## src/rtl/cl_ram.sv

```systemverilog
module cl_ram #(
    parameter int WIDTH = 8,
    parameter int DEPTH = 16
) (
    input  logic                     i_clk,
    input  logic                     i_we,
    input  logic [$clog2(DEPTH)-1:0] i_waddr,
    input  logic [WIDTH-1:0]         i_wdata,
    input  logic [$clog2(DEPTH)-1:0] i_raddr,
    output logic [WIDTH-1:0]         o_rdata
);

    logic [WIDTH-1:0] r_mem [DEPTH];
    logic [WIDTH-1:0] r_rdata;

    always_ff @(posedge i_clk) begin
        if (i_we) begin
            r_mem[i_waddr] <= i_wdata;
        end
        r_rdata <= r_mem[i_raddr];
    end

    assign o_rdata = r_rdata;

endmodule

```

## config.mk

```make
export PLATFORM = sky130hd
export DESIGN_NAME = cl_ram
export DESIGN_NICKNAME = d
export VERILOG_FILES = /design/src/rtl/cl_ram.sv
export SDC_FILE = /design/constraint.sdc
export NUM_CORES = 1
export LEC_CHECK = 0
export BUFFER_PORTS_ARGS = -buffer_cell sky130_fd_sc_hd__buf_2
export CAP_MARGIN = 30
export CORE_MARGIN = 5
export CORE_UTILIZATION = 40
export CTS_BUF_LIST = sky130_fd_sc_hd__clkbuf_2
export CTS_CLUSTER_SIZE = 24
export DETAILED_ROUTE_END_ITERATION = 7
export GPL_TIMING_DRIVEN = 0
export PLACE_DENSITY = 0.67
export RECOVER_POWER = 50
export REMOVE_ABC_BUFFERS = 1
export SYNTH_ARGS = -nofsm -noshare
export SYNTH_HDL_FRONTEND = slang
export SYNTH_SLANG_ARGS = --single-unit
```

## constraint.sdc

```tcl
create_clock -name i_clk -period 1.8 [get_ports i_clk]
set_input_delay 0.18 -clock i_clk [delete_from_list [all_inputs] [get_ports i_clk]]
set_output_delay 0.18 -clock i_clk [all_outputs]
set_load 0.01 [all_outputs]
```

# After elaboration in Yosys (flattened, before gate mapping)
# Memory sizes are Yosys's and may differ from the RTL's. A register that Yosys moved wholly into a read port is not among the register bits.
# Cells that the tools add are included.
# Widths: inputs -> output; s select.
# word_totals
register_bits,0
output_inout_bits,8
ramBits,128
memories,1
input_bits,18
elab_cells,3
# op_classes
mux,2
# memory_table
name,depth,word_bits,read_ports,rd_clocked_by_memory_dff,wr,line,rtl
r_mem,16,8,1,1,1,13,logic [WIDTH-1:0] r_mem [DEPTH];
# ops
cell,n
$mux 1,2

# Depth between registers and ports, before layout
# logic_depth
depth_word,2
mapped_depth,5
mapped_depth_nobuf,3

# Least setup slack after synthesis
# Ideal clock, no wire load.
# synth_timing
kind,in2reg
from,input port i_waddr[2]
to,"memory r_mem[0][0], enable pin"
t_arrival_ns,1.290
setup_slack_ns,0.127
cell_stages,2
setup_time_ns,0.383
n_path_buf,0
required_time_ns,1.417
path_cell_list,or3b_2 > nor3_1
# synth_rtl
item,line,rtl
"start, declared",7,"input logic [$clog2(DEPTH)-1:0] i_waddr,"
"end, declared",13,
# No word-level cell before the write port.

# Worst setup path after layout
# layout_timing
from,input port i_waddr[1]
to,"memory r_mem[9][0], enable pin"
# No word-level cell before the write port.

==> results.toml <==
[grt]
grt_usage_pct = 13.9
grt-ovfl-total = 0
grt_pass1_wl_um = 14600
antenna_found_initial = 0
grt_pass1_vias = 2441
grt_max_degree = 33

[floorplan]
std_cell_rows = 41
core_area_sq_um = 12600
start_util_pct = 40.8
ioPinCount = 26
die-height_um = 123
die_w_um = 123
die-area_sq_um = 15200

[detailed_routing]
drtIter0Drc = 335
avgViaCountPerCell = 5.23
drc = 0
wl_per_cell_um = 21.0
ant_nets = 0
routed-via-count = 2410
dr.pass1.iters = 4
wirelength_um = 9700

[timing]
finalWorstSetupSlack_ns = 0.179
hold_violations = 0
worstMarginPinSlew_ns = 0.956
fin_crit_ns = 1.62
setup_viol = 0
fmax_mhz = 617
finalHoldWorstSlack_ns = 0.143
rsz0062_at_grt = "no"
min_period_over_period_pct = 90.0
slew_viol_final = 0
worst_clock_skew_ns = 0.0159
relSlewSlack_pct = 36.0

[logic_synthesis]
syn_area_per_cell_sq_um = 22.5
synth_area_sq_um = 5150
synth_async_sr_flop_share_pct = 0
ys_ff_latch = 136
yosysWarningCount = 0
synth_cell_type_count = 19
synth_edf_count = 128
synth_area_leaders = "edfxtp_1 (75%), mux4_2 (7.9%), mux4_1 (7.1%)"
synth_largest_area_cell = "edfxtp_1"
synth_seq_area_share_pct = 77.8
synth_top_area_share_pct = 74.7
synthCells = 229
ys.flop_type = "edfxtp_1"

[worst_setup_path]
crit_path_end_kind = "register"
critical_path_class = "primary input to register"
cpMaxStageDelayCell = "nor2_1"
cp_slowest_stage_delay_ns = 0.76
crit_arrival_ns = 1.89
cp.required_ns = 2.07
crit_path_max_fanout = 8
worstReg2RegStart = "r_mem[3][6]"
crit_buf_inv = 2
reg2reg_to = "o_rdata[6]"
path_delay_family = "simple AND/OR/NAND/NOR gates"
r2r_cells = 3
rrSetupSlack_ns = 0.37
start_kind = "primary input"
worstPathCellList = "dlygate4sd3_1, buf_2, nand2b_1, nor2_1"

[cts]
clk_pin_slew_worst_paths_ns = 0.16
cts.sinks = 136
htree_levels = 4
cts_tree = "built"
cts-root-buf = "clkbuf_2"
post_cts_resized = 0
clk_path_buf_depth = 2
cts_inserted_buffers = 17
clock_latency_ns = 0.64

[run_status]
outcome = "complete, no violations"

[final_layout]
diodes = 0
final_common_cell = "edfxtp_1"
mostFrequentLayoutCells = "edfxtp_1 (128), clkbuf_2 (24), mux4_2 (18)"
nNetsFinal = 294
drive_gt1_share_pct = 23.9
syn_to_final_growth_pct = 10.7
fin_util_pct = 45.1

[run]
max_cap_viol_count = 0

[worst_hold_path]
min-delay-start = "i_raddr[2]"
hold_end = "o_rdata[3]"
whs_path_depth = 4
hp-class = "primary input to register"

[place]
io_buffers = 25
dpl_worst_slack_ns = -0.262
hpwl_um = 5930
routabilityCongestion = 0.674

[power]
power_density_nw_per_um2 = 919
peakVddDrop_mv = 0.481
p_leak_uw = 0.00186
total_power_uw = 5230
tightest hold or removal path, cell delays in order:
cell and delay [ns]:
buf_2 0.12, nor2b_1 0.18, a22oi_1 0.20, nand2_1 0.06
layer usage:
layer  routed length, um  global-route usage (%)  vias up  share of wire, %
met1                4220                    20.0     1252                43
li1                    -                       -     1066                 -
met2                4550                    20.0       81                47
met4                 126                    5.40        0               1.3
met5                   0                       0        -                 0
met3                 802                    4.07       11               8.3
synthesized netlist by cell type, types with 3 or more instances:
library cell and number:
nor2_1 13, edfxtp_1 128, nand2_1 9, mux4_2 18
mux4_1 14, buf_6 3, buf_2 3, a22oi_1 16
dfxtp_1 8, nor3_1 4, clkdlybuf4s25_2 3
where the power goes:
group	internal [uW]	total (uW)	switching [uW]
Sequential	3540	3550	15.2
Clock	373	1340	971
Combinational	142	339	196
worst max path at each step:
stage	from	end	slack, ns	depth (start not counted)
6_report	i_waddr[1]	r_mem[9][0]	0.18	4
5_1_grt	i_waddr[1]	r_mem[5][0]	0.22	4
4_1_cts	i_waddr[1]	r_mem[9][0]	0.28	4
3_5_place_dp	i_raddr[0]	o_rdata[1]	-0.26	5
3_3_place_gp	i_raddr[0]	o_rdata[2]	-0.46	4
2_1_floorplan	i_waddr[2]	r_mem[0][0]	0.13	2
timing repair:
item,CTS,global route
hold buffers,11,0
endpoints found under the hold margin,132,0
buffers inserted,0,0
state kept, by name, summed over array words and instances (netlist names):
name and cells:
r_mem 128, o_rdata 8
through the flow:
step	TNS, ns	cells	area, sq um
6_report	0	461	5700
5_1_grt	0	461	5700
4_1_cts	0	461	5710
3_5_place_dp	-3.78	418	5440
3_3_place_gp	-16.45	416	5400
2_1_floorplan	0	219	5060
logic make-up (layout without fill, tap and decap cells):
family	count (synthesis)	count (layout)	share of synthesized area [%]
AO/OA/AOI/OAI	16	16	2.33
buffers and inverters	10	70	1.68
flip-flops	136	136	77.8
multiplexers	32	32	15.0
AND/OR/NAND/NOR	35	35	3.18
cell type report:
class / instances / area, sq um
sequential: 136 / 4000
clock inverter: 8 / 36.3
timing repair buffer: 38 / 249
clock buffer: 24 / 120
tap: 172 / 215
fill: 1112 / 6920
multi-input combinational: 83 / 1070
Note: power is estimated with default switching activity, not from simulation.
