[config.mk]
export PLATFORM = sky130hd
export DESIGN_NAME = cl_div
export DESIGN_NICKNAME = d
export VERILOG_FILES = /design/src/rtl/cl_pkg.sv /design/src/rtl/cl_div.sv
export SDC_FILE = /design/constraint.sdc
export NUM_CORES = 1
export LEC_CHECK = 0
export ABC_CLOCK_PERIOD_IN_PS = 11500
export BUFFER_PORTS_ARGS = -buffer_cell sky130_fd_sc_hd__buf_2
export CAP_MARGIN = 20
export CORE_ASPECT_RATIO = 1.1
export CORE_MARGIN = 5
export CORE_UTILIZATION = 35
export DETAILED_ROUTE_END_ITERATION = 6
export PLACE_DENSITY = 0.61
export SYNTH_ARGS = -nofsm -noshare
export SYNTH_HDL_FRONTEND = slang
export SYNTH_SLANG_ARGS = --single-unit
[constraint.sdc]
create_clock -name i_clk -period 11.5 [get_ports i_clk]
set_input_delay 1.15 -clock i_clk [delete_from_list [all_inputs] [get_ports i_clk]]
set_output_delay 1.15 -clock i_clk [all_outputs]
set_load 0.005 [all_outputs]
[src/rtl/cl_pkg.sv]
package cl_pkg;

    localparam int MAX_PARTICLES  = 1024;
    localparam int PIDX_W         = $clog2(MAX_PARTICLES);
    localparam int CNT_W          = PIDX_W + 1;
    localparam int MAX_CELLS      = 4096;
    localparam int HASH_W         = $clog2(MAX_CELLS);
    localparam int NEIGHBOR_LIMIT = 64;
    localparam int ORD_W          = 7;
    localparam int POS_W          = 20;
    localparam int GRID_W         = 5;
    localparam int GRID_MAX       = 16;
    localparam int COORD_W        = 4;
    localparam int SQ_W           = 2 * POS_W;
    localparam int SUM_W          = SQ_W + 2;
    localparam int PADDR_W        = 4;
    localparam int PDATA_W        = 32;

    typedef enum logic [1:0] {
        OP_LOAD  = 2'd0,
        OP_BUILD = 2'd1,
        OP_QUERY = 2'd2,
        OP_NONE  = 2'd3
    } t_opcode;

    typedef enum logic [1:0] {
        REG_CELL_SIZE = 2'd0,
        REG_GRID_X    = 2'd1,
        REG_GRID_Y    = 2'd2,
        REG_GRID_Z    = 2'd3
    } t_reg_idx;

    typedef enum logic [4:0] {
        S_IDLE,
        S_CLR,
        S_HREAD,
        S_HDIV,
        S_HWAIT,
        S_HINC,
        S_PFX_RD,
        S_PFX_WR,
        S_SC_RD,
        S_SC_H,
        S_SC_W,
        S_QDIV,
        S_QWAIT,
        S_CELL,
        S_RANGE,
        S_CAND,
        S_QID,
        S_DIFF,
        S_SQ,
        S_SUM,
        S_FIN
    } t_state;

    typedef struct packed {
        logic               done;
        logic [COORD_W-1:0] cx;
        logic [COORD_W-1:0] cy;
        logic [COORD_W-1:0] cz;
    } t_div_res;

    // Grid dimensions are clamped to the range 1..GRID_MAX.
    function automatic logic [GRID_W-1:0] grid_eff(input logic [GRID_W-1:0] g);
        logic [GRID_W-1:0] r;
        if (g == '0) begin
            r = GRID_W'(1);
        end else if (g > GRID_W'(GRID_MAX)) begin
            r = GRID_W'(GRID_MAX);
        end else begin
            r = g;
        end
        return r;
    endfunction

    function automatic logic [HASH_W-1:0] cell_hash(
        input logic [COORD_W-1:0] cx,
        input logic [COORD_W-1:0] cy,
        input logic [COORD_W-1:0] cz,
        input logic [GRID_W-1:0]  gx,
        input logic [GRID_W-1:0]  gy
    );
        logic [HASH_W+1:0] t;
        t = (HASH_W+2)'(cz) * (HASH_W+2)'(gx) * (HASH_W+2)'(gy)
          + (HASH_W+2)'(cy) * (HASH_W+2)'(gx) + (HASH_W+2)'(cx);
        return t[HASH_W-1:0];
    endfunction

endpackage

[src/rtl/cl_div.sv]
// Cell coordinate unit: floor(pos / cell_size) for three axes at once,
// one quotient bit per cycle, saturated to grid size - 1.
module cl_div (
    input  logic                        i_clk,
    input  logic                        i_rst_n,
    input  logic                        i_start,
    input  logic [cl_pkg::POS_W-1:0]    i_pos_x,
    input  logic [cl_pkg::POS_W-1:0]    i_pos_y,
    input  logic [cl_pkg::POS_W-1:0]    i_pos_z,
    input  logic [cl_pkg::POS_W-1:0]    i_cell_size,
    input  logic [cl_pkg::GRID_W-1:0]   i_gx,
    input  logic [cl_pkg::GRID_W-1:0]   i_gy,
    input  logic [cl_pkg::GRID_W-1:0]   i_gz,
    output cl_pkg::t_div_res            o_res
);

    localparam int CW = cl_pkg::COORD_W;
    localparam int WW = cl_pkg::POS_W + CW;
    localparam int BW = $clog2(CW);

    logic [cl_pkg::POS_W-1:0]  w_pos [3];
    logic [cl_pkg::GRID_W-1:0] w_g   [3];
    logic [cl_pkg::POS_W-1:0]  r_rem [3];
    logic [CW-1:0]             r_q   [3];
    logic [CW-1:0]             r_gm1 [3];
    logic [CW-1:0]             w_c   [3];
    logic [2:0]                r_sat;
    logic [cl_pkg::POS_W-1:0]  r_cs;
    logic [BW-1:0]             r_b;
    logic                      r_busy;
    logic                      r_done;
    logic [WW-1:0]             w_shift;

    assign w_pos[0] = i_pos_x;
    assign w_pos[1] = i_pos_y;
    assign w_pos[2] = i_pos_z;
    assign w_g[0]   = i_gx;
    assign w_g[1]   = i_gy;
    assign w_g[2]   = i_gz;
    assign w_shift  = WW'(r_cs) << r_b;

    always_ff @(posedge i_clk) begin
        if (!i_rst_n) begin
            r_busy <= 1'b0;
            r_done <= 1'b0;
            r_b    <= '0;
        end else begin
            r_done <= r_busy && !i_start && (r_b == '0);
            if (i_start) begin
                r_busy <= 1'b1;
                r_b    <= BW'(CW - 1);
            end else if (r_busy) begin
                r_b <= r_b - 1'b1;
                if (r_b == '0) begin
                    r_busy <= 1'b0;
                end
            end
        end
    end

    always_ff @(posedge i_clk) begin
        if (i_start) begin
            r_cs <= i_cell_size;
            for (int k = 0; k < 3; k++) begin
                r_rem[k] <= w_pos[k];
                r_q[k]   <= '0;
                r_sat[k] <= WW'(w_pos[k]) >= {i_cell_size, CW'(0)};
                r_gm1[k] <= CW'(w_g[k] - 1'b1);
            end
        end else if (r_busy) begin
            for (int k = 0; k < 3; k++) begin
                if (WW'(r_rem[k]) >= w_shift) begin
                    r_rem[k]      <= r_rem[k] - w_shift[cl_pkg::POS_W-1:0];
                    r_q[k][r_b]   <= 1'b1;
                end
            end
        end
    end

    always_comb begin
        for (int k = 0; k < 3; k++) begin
            w_c[k] = r_sat[k] ? '1 : r_q[k];
            if (w_c[k] > r_gm1[k]) begin
                w_c[k] = r_gm1[k];
            end
        end
    end

    assign o_res.done = r_done;
    assign o_res.cx   = w_c[0];
    assign o_res.cy   = w_c[1];
    assign o_res.cz   = w_c[2];

endmodule

## Yosys cells after proc, flatten, opt, wreduce, memory -nomap -nowiden

Memory sizes are Yosys's and may differ from the RTL's.
Index checks and enable logic that the tools add are counted.

| storage, ports and cells | value |
|---|---|
| flip-flop bits (word level) | 27 |
| bits in writable memories | 84 |
| bits of input ports | 98 |
| output and inout bits | 13 |
| logic and storage cells | 93 |
| memories kept | 3 |

Memories:

| name | words | bits a word | read ports | clocked after Yosys merged registers in | wr ports | RTL line | RTL |
|---|---|---|---|---|---|---|---|
| r_rem | 3 | 20 | 3 | 0 | 3 | cl_div.sv:23 | `logic [cl_pkg::POS_W-1:0] r_rem [3];` |
| r_gm1 | 3 | 4 | 3 | 0 | 3 | cl_div.sv:25 | `logic [CW-1:0] r_gm1 [3];` |
| r_q | 3 | 4 | 3 | 0 | 3 | cl_div.sv:24 | `logic [CW-1:0] r_q [3];` |

| cells by class | value |
|---|---|
| add/sub/neg operators | 7 |
| magnitude comparators | 11 |
| shift operators | 1 |
| mux-type cells | 45 |
| bitwise operators | 15 |
| reduce and logical (&&, ||, !) cells | 6 |

Operators by type and width:

| operator | number |
|---|---|
| 20-bit by 24-bit >= comparator with 1-bit output | 6 |
| 20-bit 2-to-1 mux | 3 |
| 20-bit subtractor | 3 |
| 4-bit 2-to-1 mux | 9 |
| 1-bit 2-to-1 mux | 30 |
| 20-bit by 2-bit << shifter with 24-bit output | 1 |
| 1-bit OR | 15 |
| 4-bit > comparator | 3 |
| 4-bit by 1-bit subtractor with 4-bit output (second input constant) | 3 |
| 2-bit 2-to-1 mux | 2 |
| 1-bit logical AND | 3 |
| 2-bit by 3-bit less-than comparator with 1-bit output (second input constant) | 1 |
| 1-bit demux with 2-bit select | 1 |
| 2-bit by 1-bit >= comparator with 1-bit output (second input constant) | 1 |
| 2-bit zero test | 1 |
| 2-bit nonzero test | 1 |
| 2-bit by 1-bit subtractor with 2-bit output (second input constant) | 1 |
| 1-bit zero test | 1 |

## Longest topological paths before layout

Gate-level depths: netlist of run 1.

| depth | value |
|---|---|
| word-level depth | 7 |
| gate-level depth with buffers | 17 |

## Least setup slack after synthesis of run 1

Ideal clock, no wire load.

| path | value |
|---|---|
| path kind | reg-to-reg |
| start | reg r_b[0] |
| end | mem r_rem[0][10] (netlist name), data pin |
| setup time | 0.260 ns |
| arrival | 4.034 ns |
| setup slack | 7.205 ns |
| cell stages (with the launch flop) | 17 |
| path buffers | 5 |
| period minus slack after synthesis | 4.295 ns |
| cell sequence | dfxtp_1 buf_2 clkbuf_1 buf_1 mux2i_1 nand2_1 o21ai_0 ha_1 a21oi_1 o21ai_0 a2111oi_0 a21oi_1 o221a_2 or3_1 buf_6 buf_6 mux2_4 |

RTL lines:

| item | RTL line | RTL |
|---|---|---|
| start: declaration | cl_div.sv:29 | `logic [BW-1:0] r_b;` |
| start signal: assignment | cl_div.sv:51 | `r_b <= BW'(CW - 1);` |
| start signal: assignment | cl_div.sv:53 | `r_b <= r_b - 1'b1;` |
| end: declaration | cl_div.sv:23 |  |

==> run summary, run 1 <==
Io pins: 111
# diodes: 0
Hold-fix buffers, CTS: 0
# port buffers: 107
Crit path kind: flip-flop to flip-flop
Most frequent cell after synthesis: ha_1
Sink Count: 111
CP max-delay cell: dfxtp_1
Mean Syn Cell Area: 10.4 um2
Outcome: complete, no violations
Setup Viol. Count Final: 0
DIE WIDTH: 168 um
TritonCTS Buffers: 9
Synth cell count leaders: ha_1, edfxtp_1, a21oi_1, inv_1, nor2_1
Warnings from Yosys: 0
Net Sw Frac: 37.8%
Via density: 5.28
Total negative slack: 0 ps
WP data arrival: 5710 ps
Rel. slew slack: 24.3%
Reg2Reg Setup Slack: 5920 ps
Logic pwr share: 46.6%
Shortest period the worst path allows: 5580 ps
Endpoint class of the critical path: flip-flop
Seq cells post-synth: 111
Seq pwr share: 32.7%
Setup bufs post-CTS: 0
Die area: 30800 um2
Unrepaired setup endpoints after global routing: no
DRT iter0 DRCs: 503
Leakage power: 0.00480 uW
CP required: 11630 ps
Part of the Yosys area used for sequential elements: 34.4%
Max Freq: 0.179 GHz
Final Hold Viols: 0
Hold WC Path Type: flip-flop to flip-flop
Final Non-Filler Cells: 1379
Worst path cell trace: clkinv_1 > a21oi_1 > inv_1 > ha_1 > o211ai_1 > a31oi_1 > o22ai_1 > a211o_1 > nand2_1 > or3_4 > buf_4 > mux2_2
CTS tree: done
Routed Antenna Nets: 0
First-pass GRT wire length: 39.0 mm
Clk Latency, worst-skew pair: 380 ps
FILL cells: 2702
Routed via count: 7276
Nets: 1245
Synthesized area: 9580 um2
Int Pwr: 999 uW
Initial antenna violation count: 0
Biggest area consumer among synthesized cells: edfxtp_1
Area grow syn2layout: 12.2%
Routed WL: 25.7 mm
First drt pass iteration count: 5
DP Wirelength: 20.3 mm
Max cap viols: 0
Hold slack: 618 ps
Setup ws final: 5920 ps
Tot GR Track Use: 16.3%
Top cell type's share of synthesized area: 33.5%
Top FF cell, synth: edfxtp_1
# H-tree levels: 3
Clock transition at the registers of the reported paths: 90 ps
Placed cell count: 1363
Grt total ovfl: 0
Ranking of synthesized cells by area: edfxtp_1, ha_1, mux2_4, a21oi_1, xnor2_1
Initial Util: 35.5%
CTS Root Cell: clkbuf_16
Die H: 184 um
Worst Skew: 11.7 ps
Async SR Flop Fraction: 0%
Post-synth EDFFs: 107
Residual DRC count: 0
Syn nets: 1147
Syn Inst Count: 919
Critical path launch point type: flip-flop
Final core utilization: 39.9%
Row cnt: 63
Power share of the clock group: 20.7%
Worst stage delay on the critical path: 990 ps
Routed wire per std cell: 18.6 um
Maximum root-to-sink buffer count: 2
Worst-Margin Slew: 1140 ps
Max IR drop VDD: 0.0000654 V
Pre-CTS setup slack: 6060 ps
Net Sw Power: 606 uW
Pwr per Cell Area: 149 nW/um2
Core area: 27000 um2
Largest net degree at the start of global routing: 61
Period utilisation layout: 48.5%
Slew Viols, Final: 0
GPL Wtd Cong: 0.878
Vias in the first global route: 7193
Layout cells sized above 1: 21.6%
CP max FO: 60
Post-CTS sizing: 0
Count of unique library cells instantiated by Yosys: 60
==> registers in the layout (all words and copies together) (netlist names) <==
name    cells
r_rem      60
r_cs       20
r_gm1      12
r_q        12
r_sat       3
r_b         2
r_busy      1
r_done      1
==> critical path: cells and delay by family (launching register included) <==
kind / cells / cell delay [ps]
buf+inv: 3 / 1460
fa+ha+maj: 1 / 370
simple gates: 2 / 700
flops: 1 / 990
mux: 1 / 420
compound gates: 5 / 1270
==> power groups by stage <==
| stage | Sequential (uW) | Combinational (uW) | Clock, uW |
|---|---|---|---|
| after floorplan | 523 | 575 | 0 |
| after global routing | 530 | 828 | 354 |
| after detailed placement | 534 | 739 | 0 |
| after CTS | 525 | 745 | 342 |
| after global placement | 533 | 730 | 0 |
| final | 525 | 748 | 333 |
==> per-stage QoR <==
step	power, uW	cell area (um2)
after global placement	1260	10400
after global routing	1710	10800
after detailed placement	1270	10400
final	1610	10800
after floorplan	1100	9580
after CTS	1610	10800
==> final cells by class <==
class                           instances  area, um2  share of cell area, %
Clock inverter                          7       81.3                  0.756
Clock buffer                            9        225                   2.09
Multi-Input combinational cell        716       5890                   54.8
Tap cell                              357        447                   4.15
Inverter                               69        259                   2.41
Timing Repair Buffer                  110        558                   5.19
Sequential cell                       111       3290                   30.6
==> layer usage <==
metal	part of all wire [%]	wire length, um	global-route usage, %	vias to the layer above
met5	0	0	0	-
li1	-	-	-	3646
met1	47	12200	22.2	3417
met3	3.2	823	1.70	37
met4	3.2	812	6.40	0
met2	46	11900	26.8	176
==> cells by family after synthesis <==
logic type	after synthesis	synth area share [%]
fa+ha+maj	130	17.2
flops	111	34.4
compound gates	248	16.5
buf+inv	92	4.20
mux	81	12.1
xor+xnor	56	5.12
simple gates	201	10.5
==> cell usage in the layout (no fill, tap or decap), types with 5 or more instances in the layout <==
master     count
nand4_1       11
edfxtp_1     107
a21oi_1       84
inv_1         68
o21a_1        11
a31oi_1        5
o31ai_1        5
ha_1         127
o21ai_0       42
nand2_1       37
xnor2_1       37
clkbuf_16      9
mux2_4        51
o21bai_1      10
or2_2         16
a211oi_1      12
mux2i_1       10
a21o_1        42
nor2_1        53
nor3_1        17
nor4_1         9
buf_2        107
mux2_2        14
nand3_1       11
xor2_1        19
nand2b_1      15
and3_1         5
mux4_2         6
nor2b_1       18
==> worst paths after layout <==
check	from	endpoint	cells past startpoint
min	r_busy	r_b[1]	2
max reg2reg	r_b[1]	r_rem[0][59]	12
min reg2reg	r_busy	r_b[1]	2
max	r_b[1]	r_rem[0][59]	12
(Power assumes the default switching activity.)
==> inputs of run 2 (changes only) <==
--- a/config.mk
+++ b/config.mk
@@ -5,14 +5,14 @@
 export SDC_FILE = /design/constraint.sdc
 export NUM_CORES = 1
 export LEC_CHECK = 0
-export ABC_CLOCK_PERIOD_IN_PS = 11500
+export ABC_CLOCK_PERIOD_IN_PS = 5100
 export BUFFER_PORTS_ARGS = -buffer_cell sky130_fd_sc_hd__buf_2
 export CAP_MARGIN = 20
 export CORE_ASPECT_RATIO = 1.1
 export CORE_MARGIN = 5
 export CORE_UTILIZATION = 35
 export DETAILED_ROUTE_END_ITERATION = 6
-export PLACE_DENSITY = 0.61
+export PLACE_DENSITY = 0.63
 export SYNTH_ARGS = -nofsm -noshare
 export SYNTH_HDL_FRONTEND = slang
 export SYNTH_SLANG_ARGS = --single-unit
==> constraint.sdc (replaced) <==
create_clock -name i_clk -period 5.1 [get_ports i_clk]
set_input_delay 0.51 -clock i_clk [delete_from_list [all_inputs] [get_ports i_clk]]
set_output_delay 0.51 -clock i_clk [all_outputs]
set_load 0.005 [all_outputs]
==> run 2 against run 1 <==
Net effect:
- clock power rose by 130%
- cell area increased by 0.99%
- die area unchanged
- via count is 0.73% higher
- wire length fell by 1.4%
- count of clock-buffer cells in the layout did not move
- final cell count is 0.80% higher
- sequential share of layout area decreased by 0.30 points
- register-to-register slack got worse by 5300 ps
- highest routed layer unchanged
==> run summary, run 2 (synthesized netlist as in run 1, its figures left out) <==
Outcome: complete, no violations
Period utilisation layout: 88.5%
Nets: 1256
DRT iter0 DRCs: 579
CP required: 5220 ps
Net Sw Frac: 36.7%
Unrepaired setup endpoints after global routing: no
Initial Util: 35.5%
# diodes: 0
First-pass GRT wire length: 39.4 mm
Met2 Track Usage GR: 27.1%
Core area: 27000 um2
Row cnt: 63
Largest registers: r_rem: 60 flops, r_cs: 20 flops
Hold-fix buffers, CTS: 0
CP max FO: 44
Power share of the clock group: 21.1%
Io pins: 111
Final core utilization: 40.3%
Routed wire per std cell: 18.2 um
Commonest non-fill, non-tap cell in the layout: ha_1
Tot GR Track Use: 16.3%
# port buffers: 107
Routed Antenna Nets: 0
Pwr per Cell Area: 336 nW/um2
Die H: 184 um
Final Hold Viols: 0
CTS Root Cell: clkbuf_16
Setup Viol. Count Final: 0
Max Freq: 0.221 GHz
Layout cells sized above 1: 22.5%
Clk Latency, worst-skew pair: 360 ps
Met3 global-route usage: 2.88%
Rel. slew slack: 41.9%
DP Wirelength: 20.5 mm
Hold WC Path Type: input port to flip-flop
Slew Viols, Final: 0
Post-CTS sizing: 0
Via density: 5.27
Max IR drop VDD: 0.000149 V
Largest net degree at the start of global routing: 54
Worst-Margin Slew: 863 ps
Total Power: 3650 uW
Critical path launch point type: flip-flop
Shortest period the worst path allows: 4510 ps
Endpoint class of the critical path: flip-flop
Net Sw Power: 1340 uW
Crit path kind: flip-flop to flip-flop
Maximum root-to-sink buffer count: 2
Clock transition at the registers of the reported paths: 80 ps
Max cap viols: 0
Most frequent cells in the layout: ha_1, buf_2, edfxtp_1
Busiest grt layer: met2
Biggest register: r_rem
Area grow syn2layout: 13.3%
Leakage power: 0.00487 uW
Initial antenna violation count: 0
TritonCTS Buffers: 9
Grt total ovfl: 0
Residual DRC count: 0
Int Pwr: 2310 uW
Die area: 30800 um2
WP data arrival: 4630 ps
First drt pass iteration count: 5
Max reg flops: 60
Sink Count: 111
Setup bufs post-CTS: 0
# H-tree levels: 3
GPL Wtd Cong: 0.896
Routed via count: 7329
Routed WL: 25.3 mm
Total negative slack: 0 ps
FILL cells: 2651
Worst Skew: 12.7 ps
Seq pwr share: 32.3%
Logic pwr share: 46.6%
DIE WIDTH: 168 um
Routing usage on met1: 21.9%
CTS tree: done
Vias in the first global route: 7252
[run 2: path summary, 6_finish.rpt]
path	start	end	slack (ps)	cells after the start
hold / removal	i_cell_size[3]	r_cs[3]	330	1
setup / recovery	r_b[0]	r_rem[0][10]	590	13
setup reg to reg	r_b[0]	r_rem[0][10]	590	13
hold reg to reg	r_busy	r_b[1]	620	2
[run 2: power by group through the flow]
stage / clock [uW] / combinational (uW) / sequential [uW]
floorplan: 0 / 1300 / 1180
global placement: 0 / 1650 / 1200
detailed placement: 0 / 1680 / 1200
CTS: 781 / 1690 / 1180
global route: 829 / 1890 / 1190
finish: 771 / 1700 / 1180
[run 2: layer usage]
layer  vias up  routed length, um
met1      3424              11500
met2       223              11800
met5         -                  0
met4         0                606
met3        29               1390
li1       3653                  -
[run 2: through the flow]
step | cells | setup WS (ps) | area [um2] | hold slack [ps]
global placement | 1374 | 694 | 10500 | 589
finish | 1390 | 585 | 10900 | 335
global route | 1390 | 306 | 10900 | 320
CTS | 1390 | 586 | 10900 | 323
floorplan | 919 | 805 | 9580 | 567
detailed placement | 1374 | 613 | 10500 | 597
[run 2: area by class of cell]
cell class	count	area [um2]	area share, %
multi-input cells	716	5890	54.2
flip-flops and latches	111	3290	30.3
repair buffers	121	653	6.01
well taps	357	447	4.11
inverters	69	259	2.38
clock buffers	9	225	2.07
clock inverters	7	92.6	0.852
[run 2: worst max-delay path, cell delays in order (launching register included)]
cell,delay [ps]
dfxtp_1,510
buf_4,260
mux2_2,360
o21ai_0,540
ha_1,400
o21a_1,180
o31a_1,150
o21ai_2,300
o21ai_1,120
and3_1,180
o31a_1,270
or3_4,410
buf_12,230
mux2_4,330
==> inputs of run 3 (changes only) <==
--- a/config.mk
+++ b/config.mk
@@ -13,6 +13,7 @@
 export CORE_UTILIZATION = 35
 export DETAILED_ROUTE_END_ITERATION = 6
 export PLACE_DENSITY = 0.63
+export REMOVE_ABC_BUFFERS = 1
 export SYNTH_ARGS = -nofsm -noshare
 export SYNTH_HDL_FRONTEND = slang
 export SYNTH_SLANG_ARGS = --single-unit
==> constraint.sdc (replaced) <==
create_clock -name i_clk -period 5.1 [get_ports i_clk]
set_input_delay 1.02 -clock i_clk [delete_from_list [all_inputs] [get_ports i_clk]]
set_output_delay 1.02 -clock i_clk [all_outputs]
set_load 0.005 [all_outputs]
==> run 3 against run 2 <==
Net effect:
- combinational power about the same
- global-route usage down 0.69 points
- worst setup slack improved by 84 ps
- largest power group unchanged
==> run summary, run 3 (synthesized netlist as in run 1, its figures left out) <==
Outcome: complete, no violations
Commonest non-fill, non-tap cell in the layout: ha_1
Sink Count: 111
Clock transition at the registers of the reported paths: 90 ps
Unrepaired setup endpoints after global routing: no
TritonCTS Buffers: 9
Critical path launch point type: flip-flop
Die H: 184 um
# port buffers: 107
Nets: 1256
Via density: 5.29
Layout cells sized above 1: 22.5%
CP required: 5220 ps
Met3 global-route usage: 2.80%
# diodes: 0
Row cnt: 63
Endpoint class of the critical path: flip-flop
Crit path max-delay family: compound AO/OA/AOI/OAI gates
Residual DRC count: 0
Routed WL: 24.7 mm
First drt pass iteration count: 5
Clk Latency, worst-skew pair: 370 ps
Placed Area: 10600 um2
Core area: 27000 um2
Final Hold Viols: 0
Largest net degree at the start of global routing: 54
CTS Root Cell: clkbuf_16
Biggest register: r_rem
Met2 Track Usage GR: 27.3%
Max reg flops: 60
Shortest period the worst path allows: 4430 ps
Io pins: 111
Area grow syn2layout: 13.5%
Placed cell count: 1374
Worst stage delay on the critical path: 610 ps
Busiest grt layer: met2
Largest registers: r_rem: 60 flops, r_cs: 20 flops
Initial Util: 35.5%
Worst path cell trace: buf_12 > mux2_2 > o21ai_0 > buf_4 > ha_1 > nor2b_1 > o31a_1 > o21ai_2 > o21ai_1 > and3_1 > o31a_1 > or3_4 > buf_12 > mux2_4
Maximum root-to-sink buffer count: 2
Rel. slew slack: 55.9%
# H-tree levels: 3
Routed wire per std cell: 17.8 um
Leakage power: 0.00487 uW
Setup bufs post-CTS: 0
Vias in the first global route: 7374
DRT iter0 DRCs: 461
Pwr per Cell Area: 335 nW/um2
Post-CTS sizing: 0
Die area: 30800 um2
DIE WIDTH: 168 um
Max Freq: 0.226 GHz
WP buf/inv: 3
Hold WC Path Type: flip-flop to flip-flop
WP data arrival: 4550 ps
Setup Viol. Count Final: 0
Routed via count: 7360
Slew Viols, Final: 0
CP max FO: 30
Routed Antenna Nets: 0
Period utilisation layout: 86.9%
Initial antenna violation count: 1
Worst-Margin Slew: 661 ps
DP Wirelength: 20.1 mm
CTS tree: done
Final Non-Filler Cells: 1390
Design area: 10900 um2
Max cap viols: 0
Max IR drop VDD: 0.000172 V
CP max-delay cell: or3_4
Tot GR Track Use: 15.6%
Total Power: 3640 uW
Grt total ovfl: 0
GPL Wtd Cong: 0.882
Worst Skew: 15.6 ps
Crit path kind: flip-flop to flip-flop
Routing usage on met1: 19.5%
Most frequent cells in the layout: ha_1, buf_2, edfxtp_1
First-pass GRT wire length: 37.9 mm
Hold-fix buffers, CTS: 0
run 3: power breakdown:
part / switching, uW / internal [uW]
logic: 918 / 782
clock network: 404 / 360
registers: 40.5 / 1130
total: 1360 / 2270
run 3: per-layer routing:
layer | share of wire (%) | routed length [um]
met5 | 0.028 | 7
met4 | 3.0 | 740
met2 | 49 | 12000
met1 | 44 | 10900
met3 | 4.2 | 1030
run 3: worst min-delay path, delay by kind of cell (launching register included):
family	cells	cell delay, ps
flip-flops	1	360
AO/OA/AOI/OAI	2	250
run 3: final cells by class:
| type | instances | area (um2) |
|---|---|---|
| Sequential cell | 111 | 3290 |
| Tap cell | 357 | 447 |
| Inverter | 69 | 259 |
| Clock inverter | 7 | 91.3 |
| Multi-Input combinational cell | 716 | 5890 |
| Clock buffer | 9 | 225 |
| Fill cell | 2670 | 16100 |
| Timing Repair Buffer | 121 | 666 |
run 3: path summary, 6_finish.rpt:
kind          start            to  slack, ps  cells past startpoint
min reg2reg  r_busy        r_b[1]        630                      2
max reg2reg  r_b[0]  r_rem[0][17]        670                     14
max          r_b[0]  r_rem[0][17]        670                     14
min          r_busy        r_b[1]        630                      2
run 3: stage by stage:
stage	setup slack, ps	TNS, ps	utilization, %	hold slack (ps)
after global placement	749	0	39.2	586
after CTS	690	0	40.3	628
after global routing	391	0	40.3	681
final	669	0	40.3	633
after floorplan	-840	-52890	-	567
after detailed placement	727	0	39.2	605
